==> src/rtl/core/bdc_pkg.sv <==
// Shared types and constants for the button debounce and click detector.
// Holds the item structs, the configuration set and the register index codes.
package bdc_pkg;

  // Register index codes on the configuration port
  localparam int unsigned CfgIndexBits = 3;
  localparam int unsigned CfgDataBits  = 16;

  typedef enum logic [CfgIndexBits-1:0] {
    REG_ACTIVE_LEVEL    = 3'd0,
    REG_DEGLITCH_MS     = 3'd1,
    REG_DEBOUNCE_MS     = 3'd2,
    REG_LONG_PRESS_MS   = 3'd3,
    REG_DOUBLE_CLICK_MS = 3'd4
  } cfg_index_t;

  // Reset values of the configuration registers
  localparam logic                   ActiveLevelReset   = 1'b0;
  localparam logic [CfgDataBits-1:0] DeglitchMsReset    = 16'd10;
  localparam logic [CfgDataBits-1:0] DebounceMsReset    = 16'd50;
  localparam logic [CfgDataBits-1:0] LongPressMsReset   = 16'd300;
  localparam logic [CfgDataBits-1:0] DoubleClickMsReset = 16'd250;

  typedef struct packed {
    logic                   active_level;
    logic [CfgDataBits-1:0] deglitch_ms;
    logic [CfgDataBits-1:0] debounce_ms;
    logic [CfgDataBits-1:0] long_press_ms;
    logic [CfgDataBits-1:0] double_click_ms;
  } cfg_t;

  typedef struct packed {
    logic        pin_level;
    logic [31:0] now_ms;
  } in_item_t;

  typedef struct packed {
    logic switched;
    logic pushed;
    logic released;
    logic is_on;
    logic long_press;
    logic double_click;
    logic single_click;
  } out_item_t;

endpackage

==> src/rtl/core/button_debounce_click_detect.sv <==
// Top level of the button debounce and click detector: handshakes, config registers.
// Depends on bdc_pkg and instantiates bdc_eval.
//
//   channel | signals                        | payload
//   --------+--------------------------------+----------------------------
//   in      | in_valid / in_ready            | in_data  (pin_level, now_ms)
//   out     | out_valid / out_ready          | out_data (seven event flags)
//   config  | cfg_we, cfg_index, cfg_data    | five registers, no read-back
//
// One item per cycle unless the output stalls; each item passes the input then the result register.
// An item waits in the input register, is evaluated in one pass and lands in
// the result register; the input register refills in the same cycle.
// A stalled output holds the result register, and the input register fills then stalls.
// Synchronous reset clears the switch state and loads the register defaults.
module button_debounce_click_detect #(
  parameter int unsigned TIME_BITS = 32
) (
  input  logic                                clk,
  input  logic                                rst,
  input  logic                                in_valid,
  output logic                                in_ready,
  input  bdc_pkg::in_item_t                   in_data,
  output logic                                out_valid,
  input  logic                                out_ready,
  output bdc_pkg::out_item_t                  out_data,
  input  logic                                cfg_we,
  input  logic [bdc_pkg::CfgIndexBits-1:0]    cfg_index,
  input  logic [bdc_pkg::CfgDataBits-1:0]     cfg_data
);
  import bdc_pkg::*;

  cfg_t      cfg;
  in_item_t  in_q;
  logic      in_q_valid;
  out_item_t result;
  logic      advance;

  // Configuration registers
  always_ff @(posedge clk) begin
    if (rst) begin
      cfg.active_level    <= ActiveLevelReset;
      cfg.deglitch_ms     <= DeglitchMsReset;
      cfg.debounce_ms     <= DebounceMsReset;
      cfg.long_press_ms   <= LongPressMsReset;
      cfg.double_click_ms <= DoubleClickMsReset;
    end else if (cfg_we) begin
      case (cfg_index_t'(cfg_index))
        REG_ACTIVE_LEVEL:    cfg.active_level    <= cfg_data[0];
        REG_DEGLITCH_MS:     cfg.deglitch_ms     <= cfg_data;
        REG_DEBOUNCE_MS:     cfg.debounce_ms     <= cfg_data;
        REG_LONG_PRESS_MS:   cfg.long_press_ms   <= cfg_data;
        REG_DOUBLE_CLICK_MS: cfg.double_click_ms <= cfg_data;
        default: ;
      endcase
    end
  end

  // Advance the held item when the result register is free or being drained
  assign advance  = in_q_valid && (!out_valid || out_ready);
  assign in_ready = !in_q_valid || advance;

  // Input register
  always_ff @(posedge clk) begin
    if (rst) begin
      in_q_valid <= 1'b0;
    end else if (in_ready) begin
      in_q_valid <= in_valid;
    end
  end

  always_ff @(posedge clk) begin
    if (in_valid && in_ready) begin
      in_q <= in_data;
    end
  end

  bdc_eval #(
    .TIME_BITS(TIME_BITS)
  ) u_eval (
    .clk    (clk),
    .rst    (rst),
    .fire   (advance),
    .item   (in_q),
    .cfg    (cfg),
    .result (result)
  );

  // Result register
  always_ff @(posedge clk) begin
    if (rst) begin
      out_valid <= 1'b0;
    end else if (!out_valid || out_ready) begin
      out_valid <= in_q_valid;
    end
  end

  always_ff @(posedge clk) begin
    if (advance) begin
      out_data <= result;
    end
  end

endmodule

==> src/rtl/core/bdc_eval.sv <==
// Switch state and per-item evaluation: deglitch, debounce and click events.
// Depends on bdc_pkg for the item structs and the configuration set.
module bdc_eval #(
  parameter int unsigned TIME_BITS = 32
) (
  input  logic              clk,
  input  logic              rst,
  input  logic              fire,
  input  bdc_pkg::in_item_t item,
  input  bdc_pkg::cfg_t     cfg,
  output bdc_pkg::out_item_t result
);
  import bdc_pkg::*;

  typedef logic [TIME_BITS-1:0] stamp_t;

  // Stored switch state
  logic   primed;
  logic   previous_level;
  logic   clean_level;
  logic   stable_level;
  stamp_t glitch_stamp;
  stamp_t change_stamp;
  stamp_t push_stamp;
  stamp_t release_stamp;
  logic   single_block;
  logic   long_block;

  logic   clean_level_next;
  logic   stable_level_next;
  stamp_t glitch_stamp_next;
  logic   single_block_next;
  logic   long_block_next;

  stamp_t now;
  logic   prev_eff;
  logic   clean_eff;
  logic   stable_eff;
  stamp_t change_eff;
  stamp_t d_glitch;
  stamp_t d_change;
  stamp_t d_push;
  stamp_t d_press;
  logic   sw;
  logic   on;
  logic   push;
  logic   rel;
  logic   in_window;
  logic   sb_mid;
  logic   lb_mid;
  logic   sc;
  logic   lp;

  // First item primes the levels and the change stamp from itself
  always_comb begin
    now        = TIME_BITS'(item.now_ms);
    prev_eff   = primed ? previous_level : item.pin_level;
    clean_eff  = primed ? clean_level    : item.pin_level;
    stable_eff = primed ? stable_level   : item.pin_level;
    change_eff = primed ? change_stamp   : now;
    d_glitch   = now - glitch_stamp;
    d_change   = now - change_eff;
    d_push     = now - push_stamp;
    d_press    = release_stamp - push_stamp;
  end

  // Deglitch: accept the pin level once it has held long enough
  always_comb begin
    clean_level_next  = clean_eff;
    glitch_stamp_next = glitch_stamp;
    if (item.pin_level != prev_eff) begin
      glitch_stamp_next = now;
    end else if (d_glitch > TIME_BITS'(cfg.deglitch_ms)) begin
      clean_level_next  = item.pin_level;
      glitch_stamp_next = now;
    end
  end

  // Debounce and level events
  always_comb begin
    sw = (clean_level_next != stable_eff) && (d_change > TIME_BITS'(cfg.debounce_ms));
    stable_level_next = sw ? clean_level_next : stable_eff;
    on   = (stable_level_next == cfg.active_level);
    push = sw && on;
    rel  = sw && !on;
  end

  // Click events, all measured from the previous push
  always_comb begin
    in_window = d_push < TIME_BITS'(cfg.double_click_ms);
    sb_mid    = push ? in_window : single_block;
    sc        = 1'b0;
    single_block_next = sb_mid;
    if (!sb_mid) begin
      sc = !sw && !on && (d_press <= TIME_BITS'(cfg.long_press_ms)) && !in_window;
      single_block_next = sc;
    end

    lb_mid = rel ? 1'b0 : long_block;
    lp     = 1'b0;
    long_block_next = lb_mid;
    if (!lb_mid) begin
      lp = !sw && on && (d_push > TIME_BITS'(cfg.long_press_ms));
      long_block_next = lp;
    end
  end

  always_comb begin
    result.switched     = sw;
    result.pushed       = push;
    result.released     = rel;
    result.is_on        = on;
    result.long_press   = lp;
    result.double_click = push && in_window;
    result.single_click = sc;
  end

  // Commit state when an item moves to the result register
  always_ff @(posedge clk) begin
    if (rst) begin
      primed         <= 1'b0;
      previous_level <= 1'b0;
      clean_level    <= 1'b0;
      stable_level   <= 1'b0;
      glitch_stamp   <= '0;
      change_stamp   <= '0;
      push_stamp     <= '0;
      release_stamp  <= '0;
      single_block   <= 1'b1;
      long_block     <= 1'b0;
    end else if (fire) begin
      primed         <= 1'b1;
      previous_level <= item.pin_level;
      clean_level    <= clean_level_next;
      stable_level   <= stable_level_next;
      glitch_stamp   <= glitch_stamp_next;
      change_stamp   <= sw ? now : change_eff;
      if (push) begin
        push_stamp <= now;
      end
      if (rel) begin
        release_stamp <= now;
      end
      single_block   <= single_block_next;
      long_block     <= long_block_next;
    end
  end

endmodule
==> config.mk <==
export PLATFORM = sky130hd
export DESIGN_NAME = button_debounce_click_detect
export DESIGN_NICKNAME = d
export VERILOG_FILES = /design/src/rtl/core/bdc_pkg.sv /design/src/rtl/core/button_debounce_click_detect.sv /design/src/rtl/core/bdc_eval.sv
export SDC_FILE = /design/constraint.sdc
export NUM_CORES = 1
export LEC_CHECK = 0
export ABC_AREA = 1
export CORE_MARGIN = 4
export CORE_UTILIZATION = 62
export CTS_BUF_LIST = sky130_fd_sc_hd__clkbuf_4 sky130_fd_sc_hd__clkbuf_8
export CTS_CLUSTER_DIAMETER = 200
export DETAILED_ROUTE_END_ITERATION = 8
export DONT_BUFFER_PORTS = 1
export PLACE_DENSITY = 0.75
export SETUP_SLACK_MARGIN = 0.2
export SLEW_MARGIN = 20
export SYNTH_ARGS = -nofsm -noshare
export SYNTH_HDL_FRONTEND = slang
export SYNTH_SLANG_ARGS = --single-unit
==> constraint.sdc <==
create_clock -name clk -period 4.95 [get_ports clk]
set_input_delay 0.99 -clock clk [delete_from_list [all_inputs] [get_ports clk]]
set_output_delay 0.99 -clock clk [all_outputs]
set_load 0.1 [all_outputs]
# Word level (Yosys, flattened, before mapping)

Index checks and enable logic that the tools add are counted.

Register bits: 241
Input port bits: 57
Output and inout port bits: 9

Add/subtract/negate cells: 4
Order comparisons: 5
Eq/ne operators: 7
Muxes and demuxes: 14
Reductions and logical operators: 28

Operators with widths:

| kind                                                                  | count |
|---|---|
| 32-bit 2-to-1 mux                                                     | 4 |
| 32-bit subtractor                                                     | 4 |
| 32-bit by 16-bit > comparator with 1-bit output                       | 3 |
| 32-bit by 16-bit less-or-equal comparator with 1-bit output           | 1 |
| 32-bit by 16-bit < comparator with 1-bit output                       | 1 |
| 2-bit AND reduction                                                   | 8 |
| 1-bit logical AND                                                     | 11 |
| 1-bit 2-to-1 mux                                                      | 10 |
| 3-bit by 2-bit equality test with 1-bit output, second input constant | 2 |
| 1-bit zero test                                                       | 5 |
| 3-bit by 1-bit equality test with 1-bit output, second input constant | 1 |
| 3-bit equality test, second input constant                            | 1 |
| 3-bit zero test                                                       | 1 |
| 1-bit logical OR                                                      | 2 |
| 1-bit inequality test                                                 | 2 |
| 2-bit nonzero test                                                    | 1 |
| 1-bit equality test                                                   | 1 |

# Logic depth before layout (Yosys ltp)

Gate-level depths: netlist of the first run.

Depth in word-level cells: 13
Gate-level depth with buffers: 38
Gate-level depth less buffers: 36

# Hierarchy

A second synthesis of the first run with hierarchy kept.

Cell total of the unflattened synthesis: 3247
Area, all modules: 20729.9 µm²

Modules (own cells, without submodules):

| module                       | instances | cells an instance | area an instance (µm²) | seq. area each (µm²) |
|---|---|---|---|---|
| bdc_eval                     | 1         | 2825              | 16806.1                | 2682.6 |
| button_debounce_click_detect | 1         | 422               | 3923.8                 | 2542.4 |

# Worst setup path before layout of the first run

No wires, ideal clock.

Kind: reg-to-reg
Start: register u_eval.primed
End: register u_eval.push_stamp[10]
Library setup time: 132 ps
Arrival time: 4185 ps
Slack: 633 ps
Stages on the path, launching flop included: 32
Buffers on the path: 3
Cells stage by stage: dfxtp_1 -> buf_2 -> buf_1 -> o21ai_0 -> inv_1 -> ha_1 -> inv_1 -> fa_1 -> nand3_1 -> nand3_1 -> nand2_1 -> nand2_1 -> nand2_1 -> nand2_1 -> xor2_1 -> ha_1 -> nand2_1 -> inv_1 -> nand3_1 -> inv_1 -> nand4_1 -> inv_1 -> o21ai_0 -> nand3_1 -> inv_1 -> o2111ai_1 -> nand3_2 -> a21oi_4 -> nand2_2 -> buf_2 -> nand2_1 -> a21oi_1

Cells in the longest elaborated chain, start to end: 9
Elaborated cells on any way between the ends: 15
Classes of those cells: add/sub: 1; order compare: 1; eq/ne: 3; mux: 7; reduce/logical: 3

RTL lines:

| element                                                                   | line            | source |
|---|---|---|
| start, declared                                                           | bdc_eval.sv:18  | `logic primed;` |
| start signal, assigned                                                    | bdc_eval.sv:121 | `primed <= 1'b0;` |
| start signal, assigned                                                    | bdc_eval.sv:132 | `primed <= 1'b1;` |
| parallel branches: the longest is 7 deep, another holds 32-bit subtractor | -               |  |
| 1-bit logical AND *                                                       | bdc_eval.sv:84  | `push = sw && on;` |
| 2-bit AND reduction (no line) *                                           | -               |  |
| end signal, assigned                                                      | bdc_eval.sv:139 | `push_stamp <= now;` |
| end, declared                                                             | bdc_eval.sv:24  | `stamp_t push_stamp;` |

Mark *: on every way between the ends.
A chain may end at the register's enable or synchronous reset.

# Final worst setup path of the first run

Start: register u_eval.primed
End: register u_eval.push_stamp[25]

Same word-level chain as after synthesis.

==> flow_summary.json, run 1 <==
{
  "clock-sinks": 241,
  "layout_min_cycle_time_ns": 4.70,
  "cts_tree": "built",
  "fmax_mhz": 213,
  "cts_hold_buf": 0,
  "ys_seq_area_share_pct": 26.3,
  "totalWireLength_mm": 68.4,
  "grt_overflow": 0,
  "endpoint_kind": "register",
  "fin_util_pct": 70.3,
  "hold_depth": 2,
  "setup_viol": 0,
  "io_pins": 66,
  "cp.arrival_ns": 5.17,
  "track_usage_pct": 35.9,
  "final_design_area_no_fill_um2": 22200,
  "power_density_nw_per_um2": 316,
  "synth_nets": 3332,
  "cts-root-buf": "clkbuf_8",
  "crit_path_max_incr_delay_ns": 0.37,
  "wl_per_cell_um": 19.3,
  "synth_top_area_share_pct": 20.3,
  "synth_edf_count": 40,
  "worstPathRequired_ns": 5.42,
  "hp-class": "reg2reg",
  "yosys.area.top_type": "dfxtp_1",
  "setup_tns_ns": 0,
  "p_leak_nw": 10.6,
  "vias": 21200,
  "htree_levels": 2,
  "port_buffers": 0,
  "layout-drive-gt1-share_pct": 8.21,
  "place_congestion": 1.07,
  "grt_max_degree": 108,
  "crit_slowest_cell": "dfxtp_2",
  "synth_area_leaders": "dfxtp_1 20%, nand2_1 16%, ha_1 13%, a21oi_1 9.4%, inv_1 8.9%",
  "grt_pass1_wl_mm": 101,
  "maxCapViolCount": 0,
  "skew_ns": 0.0442,
  "antenna_found_initial": 3,
  "avgSynthCellArea_um2": 6.47,
  "fp.dieW_um": 187,
  "clkTransAtPathRegs_ns": 0.07,
  "die_h_um": 187,
  "ys_ff_latch": 241,
  "grt_pass1_vias": 18900,
  "synth-warning-count": 0,
  "insertion_delay_ns": 0.61,
  "status": "finished clean",
  "ys.flop_type": "dfxtp_1",
  "drt_first_iter_violations": 2614,
  "nNetsFinal": 3375,
  "cts_made_buffers": 41,
  "via_per_inst": 5.97,
  "synthesis.area_um2": 19800,
  "syn2layout_area_growth_pct": 11.8,
  "ir_drop_mv": 0.275,
  "core_area_um2": 31600,
  "slew_headroom_pct": 32.4,
  "syn-instance-count": 3068,
  "ys_types": 50,
  "placed_cell_area_um2": 20300,
  "postRouteAntennaNets": 0,
  "cts.path.max_buffers": 3,
  "finalHoldViolations": 0,
  "path_max_fanout": 15,
  "rsz0062_at_grt": "false",
  "first_pass_iters": 7,
  "critical_path_class": "reg2reg",
  "r2r_cells": 29,
  "dieArea_um2": 34900,
  "worst_slew_pin_slew_ns": 1.01,
  "p_total_mw": 7.01,
  "start_util_pct": 62.9,
  "dp_hpwl_mm": 52.5,
  "period_share_pct": 94.9,
  "drv_slew": 0,
  "synth-async-reset-ratio_pct": 0,
  "drc": 0,
  "fp-row-count": 65,
  "critPathLaunchType": "register"
}
==> power breakdown <==
group          switching, mW  total, mW  internal [mW]
sequential             0.101       2.19           2.09
combinational           1.77       2.71          0.948
clock                  0.922       2.11           1.18
total                   2.79       7.01           4.22
==> registers in the layout (all words and copies together) (netlist names), 7 cells and up <==
signal                count
in_q                     33
u_eval.glitch_stamp      32
cfg                      65
out_data                  7
u_eval.release_stamp     32
u_eval.change_stamp      32
u_eval.push_stamp        32
==> layer usage <==
metal  track usage [%]  vias up  share of wire, %
met3              8.68      200                12
met4              14.8        2               4.3
li1                  -    10200                 -
met5                 0        -             0.013
met1              49.9     9660                42
met2              53.6     1173                42
==> per-stage QoR <==
step	instances	hold slack, ns	setup slack [ns]
6_report	3551	0.456	0.250
5_1_grt	3549	0.462	0.0348
4_1_cts	3508	0.454	0.179
3_5_place_dp	3433	0.444	0.00851
3_3_place_gp	3433	0.442	0.183
2_1_floorplan	3068	0.433	0.633
==> critical path: cells and delay by family (launching register included) <==
| family | cells | cell delay (ns) |
|---|---|---|
| and+or+nand+nor | 14 | 1.63 |
| buffers and inverters | 7 | 0.89 |
| DFF | 1 | 0.37 |
| AOI/OAI and AO/OA | 4 | 0.55 |
| adders and majority gates | 2 | 0.67 |
| muxes | 1 | 0.30 |
| xor gates and xnor gates | 1 | 0.17 |
==> path summary, 6_finish.rpt <==
path                                            start                                  end  slack, ns
setup / recovery           u_eval.primed$_SDFFE_PP0P_   u_eval.push_stamp[25]$_SDFFE_PP0P_       0.25
setup reg to reg           u_eval.primed$_SDFFE_PP0P_   u_eval.push_stamp[25]$_SDFFE_PP0P_       0.25
hold reg to reg   u_eval.change_stamp[0]$_SDFFE_PP0P_  u_eval.change_stamp[0]$_SDFFE_PP0P_       0.46
hold / removal    u_eval.change_stamp[0]$_SDFFE_PP0P_  u_eval.change_stamp[0]$_SDFFE_PP0P_       0.46
==> layout by cell type (no fill, tap or decap), types with 5 or more instances in the layout <==
cell type	count
o21ai_0	168
o211ai_1	17
inv_1	463
nor3_1	29
nand3b_1	8
nand2_1	815
ha_1	183
xor2_1	56
nand3_1	177
nor4_1	5
buf_4	60
clkbuf_8	46
bufinv_16	5
nor2_2	8
o21ai_1	7
nand3_2	6
clkbuf_16	5
a21o_1	8
buf_12	6
nor2_1	205
nand4_1	48
mux2i_1	18
ha_4	17
a21oi_1	369
a31oi_1	6
mux2i_2	9
o221ai_1	6
dfxtp_1	200
clkbuf_4	7
edfxtp_1	40
xor2_2	5
o21bai_1	15
nand2_2	22
inv_2	9
diode_2	6
xnor2_1	13
clkinv_2	10
and2_1	5
==> synthesized netlist by cell type (15+ instances only) <==
cell type / n
a21oi_1: 373
clkbuf_1: 54
dfxtp_1: 201
edfxtp_1: 40
ha_1: 203
inv_1: 468
mux2i_1: 29
nand2_1: 829
nand3_1: 180
nand4_1: 48
nor2_1: 211
nor3_1: 30
o211ai_1: 17
o21ai_0: 169
o21bai_1: 15
xnor2_1: 15
xor2_1: 61
==> logic make-up (layout without fill, tap and decap cells) <==
kind of cell	after synthesis	count (layout)	share of synthesized area, %
flops	241	241	26.3
compound gates	615	615	16.4
buf+inv	551	626	10.8
simple gates	1349	1349	28.4
other cells	0	6	0
xor+xnor	76	76	3.36
mux	29	29	1.46
fa+ha+maj	207	207	13.2
==> cell type report <==
class                           count  area [µm²]
Sequential cell                   241        5230
Antenna cell                        6        15.0
Fill cell                        2671        9380
Multi-Input combinational cell   2276       12900
Clock buffer                       53         686
Timing Repair Buffer               76         768
Tap cell                          402         503
Clock inverter                     22         251
Inverter                          475        1790
==> repair_timing <==
action | 4_1_cts | 5_1_grt
endpoints found under the setup margin | 85 | 131
gates cloned | 0 | 6
pin swaps | 0 | 12
setup buffers | 0 | 31
resized for setup | 7 | 93
(Power assumes the default switching activity.)
==> inputs of run 2 (changes only) <==
Settings changed: CELL_PAD_IN_SITES_DETAIL_PLACEMENT from default to 1, CELL_PAD_IN_SITES_GLOBAL_PLACEMENT from default to 2, CORE_UTILIZATION 62 to 37, PLACE_DENSITY 0.75 to 0.79.
==> flow_summary.json, run 2 (synthesis results as in run 1) <==
{
  "path_common_cell": "nand2_2",
  "final_cell_mix": "805 x nand2_1, 461 x inv_1, 365 x a21oi_1",
  "critPathBufInv": 3,
  "worst_slew_pin_slew_ns": 1.01,
  "drc": 0,
  "cts.path.max_buffers": 3,
  "setup_viol": 0,
  "rsz0062_at_grt": "true",
  "largestRegisters": "cfg (65), in_q (33)",
  "fin_util_pct": 43.8,
  "cts-root-buf": "clkbuf_8",
  "slew_headroom_pct": 32.5,
  "grt_pass1_wl_mm": 121,
  "skew_ns": 0.0235,
  "die_h_um": 240,
  "place_congestion": 0.945,
  "first_pass_iters": 8,
  "clkTransAtPathRegs_ns": 0.07,
  "ir_drop_mv": 0.226,
  "io_pins": 66,
  "layout_commonest_cell": "nand2_1",
  "insertion_delay_ns": 0.64,
  "antenna_found_initial": 15,
  "setup_tns_ns": 0,
  "grt_max_degree": 108,
  "totalWireLength_mm": 82.9,
  "finalHoldViolations": 0,
  "hp-class": "in2reg",
  "clock-sinks": 241,
  "power_density_nw_per_um2": 313,
  "grt_overflow": 0,
  "fp.dieW_um": 240,
  "fp-row-count": 84,
  "htree_levels": 2,
  "p_leak_nw": 10.9,
  "via_per_inst": 5.36,
  "max_flop_register": "cfg",
  "final_design_area_no_fill_um2": 23100,
  "syn2layout_area_growth_pct": 16.7,
  "vias": 20800,
  "core_area_um2": 52900,
  "fmax_mhz": 217,
  "crit_path_max_incr_delay_ns": 0.56,
  "postRouteAntennaNets": 0,
  "grt_pass1_vias": 20300,
  "drv_slew": 0,
  "dp_hpwl_mm": 65.5,
  "crit_family": "simple AND/OR/NAND/NOR gates",
  "port_buffers": 0,
  "largest_reg_flops": 65,
  "crit_slowest_cell": "edfxtp_1",
  "critical_path_class": "reg2reg",
  "cts_tree": "built",
  "nNetsFinal": 3410,
  "status": "finished clean",
  "start_util_pct": 37.5,
  "cts_made_buffers": 47,
  "dieArea_um2": 57400,
  "holdWs_ns": 0.452,
  "cp.arrival_ns": 5.12,
  "path_max_fanout": 8,
  "drt_first_iter_violations": 1241,
  "track_usage_pct": 27.1,
  "layout-drive-gt1-share_pct": 9.83,
  "worstPathRequired_ns": 5.46,
  "critPathLaunchType": "register",
  "period_share_pct": 93.2,
  "wl_per_cell_um": 21.3,
  "maxCapViolCount": 0,
  "placed_cell_area_um2": 20800,
  "endpoint_kind": "register",
  "layout_min_cycle_time_ns": 4.61
}
==> run 2: final cells by class <==
| cell class | instances | area, µm² |
|---|---|---|
| fillers | 6907 | 29700 |
| multi-input cells | 2276 | 13100 |
| flip-flops and latches | 241 | 5230 |
| inverters | 475 | 1790 |
| repair buffers | 105 | 1100 |
| clock buffers | 70 | 863 |
| well taps | 688 | 861 |
| clock inverters | 17 | 140 |
| diodes | 12 | 30.0 |
==> run 2: power by group <==
group	internal, mW	switching [mW]	leakage, nW	total, mW
logic	1.01	1.84	8.34	2.84
clock network	1.22	0.964	0.520	2.19
registers	2.09	0.113	2.03	2.21
==> run 2: timing repair <==
action / 4_1_cts / 5_1_grt
resized for setup: 3 / 150
cloned: 0 / 10
setup endpoints to repair: 102 / 106
hold buffers: 0 / 0
buffers inserted: 1 / 40
pin swaps: 0 / 34
==> run 2: path summary, 6_finish.rpt <==
path              cells past startpoint                            startpoint                               endpoint  slack, ns
setup reg to reg                     28                     in_q[9]$_DFFE_PP_  u_eval.release_stamp[15]$_SDFFE_PP0P_       0.34
hold reg to reg                       2  u_eval.glitch_stamp[17]$_SDFFE_PP0P_   u_eval.glitch_stamp[17]$_SDFFE_PP0P_       0.46
hold / removal                        0                            in_data[5]                      in_q[5]$_DFFE_PP_       0.45
setup / recovery                     28                     in_q[9]$_DFFE_PP_  u_eval.release_stamp[15]$_SDFFE_PP0P_       0.34
==> run 2: metrics by stage <==
| step | power [mW] | setup WS, ns | cells |
|---|---|---|---|
| 2_1_floorplan | 3.99 | 0.633 | 3068 |
| 3_3_place_gp | 4.72 | -0.0705 | 3734 |
| 3_5_place_dp | 4.81 | -0.121 | 3734 |
| 4_1_cts | 7.04 | 0.216 | 3822 |
| 5_1_grt | 7.72 | 0.0982 | 3877 |
| 6_report | 7.24 | 0.339 | 3884 |
==> run 2: routing by layer <==
layer	global-route usage [%]	routed length (µm)
met5	0	80
met2	41.7	35000
met4	8.06	2710
met3	4.72	5200
met1	39.0	39900
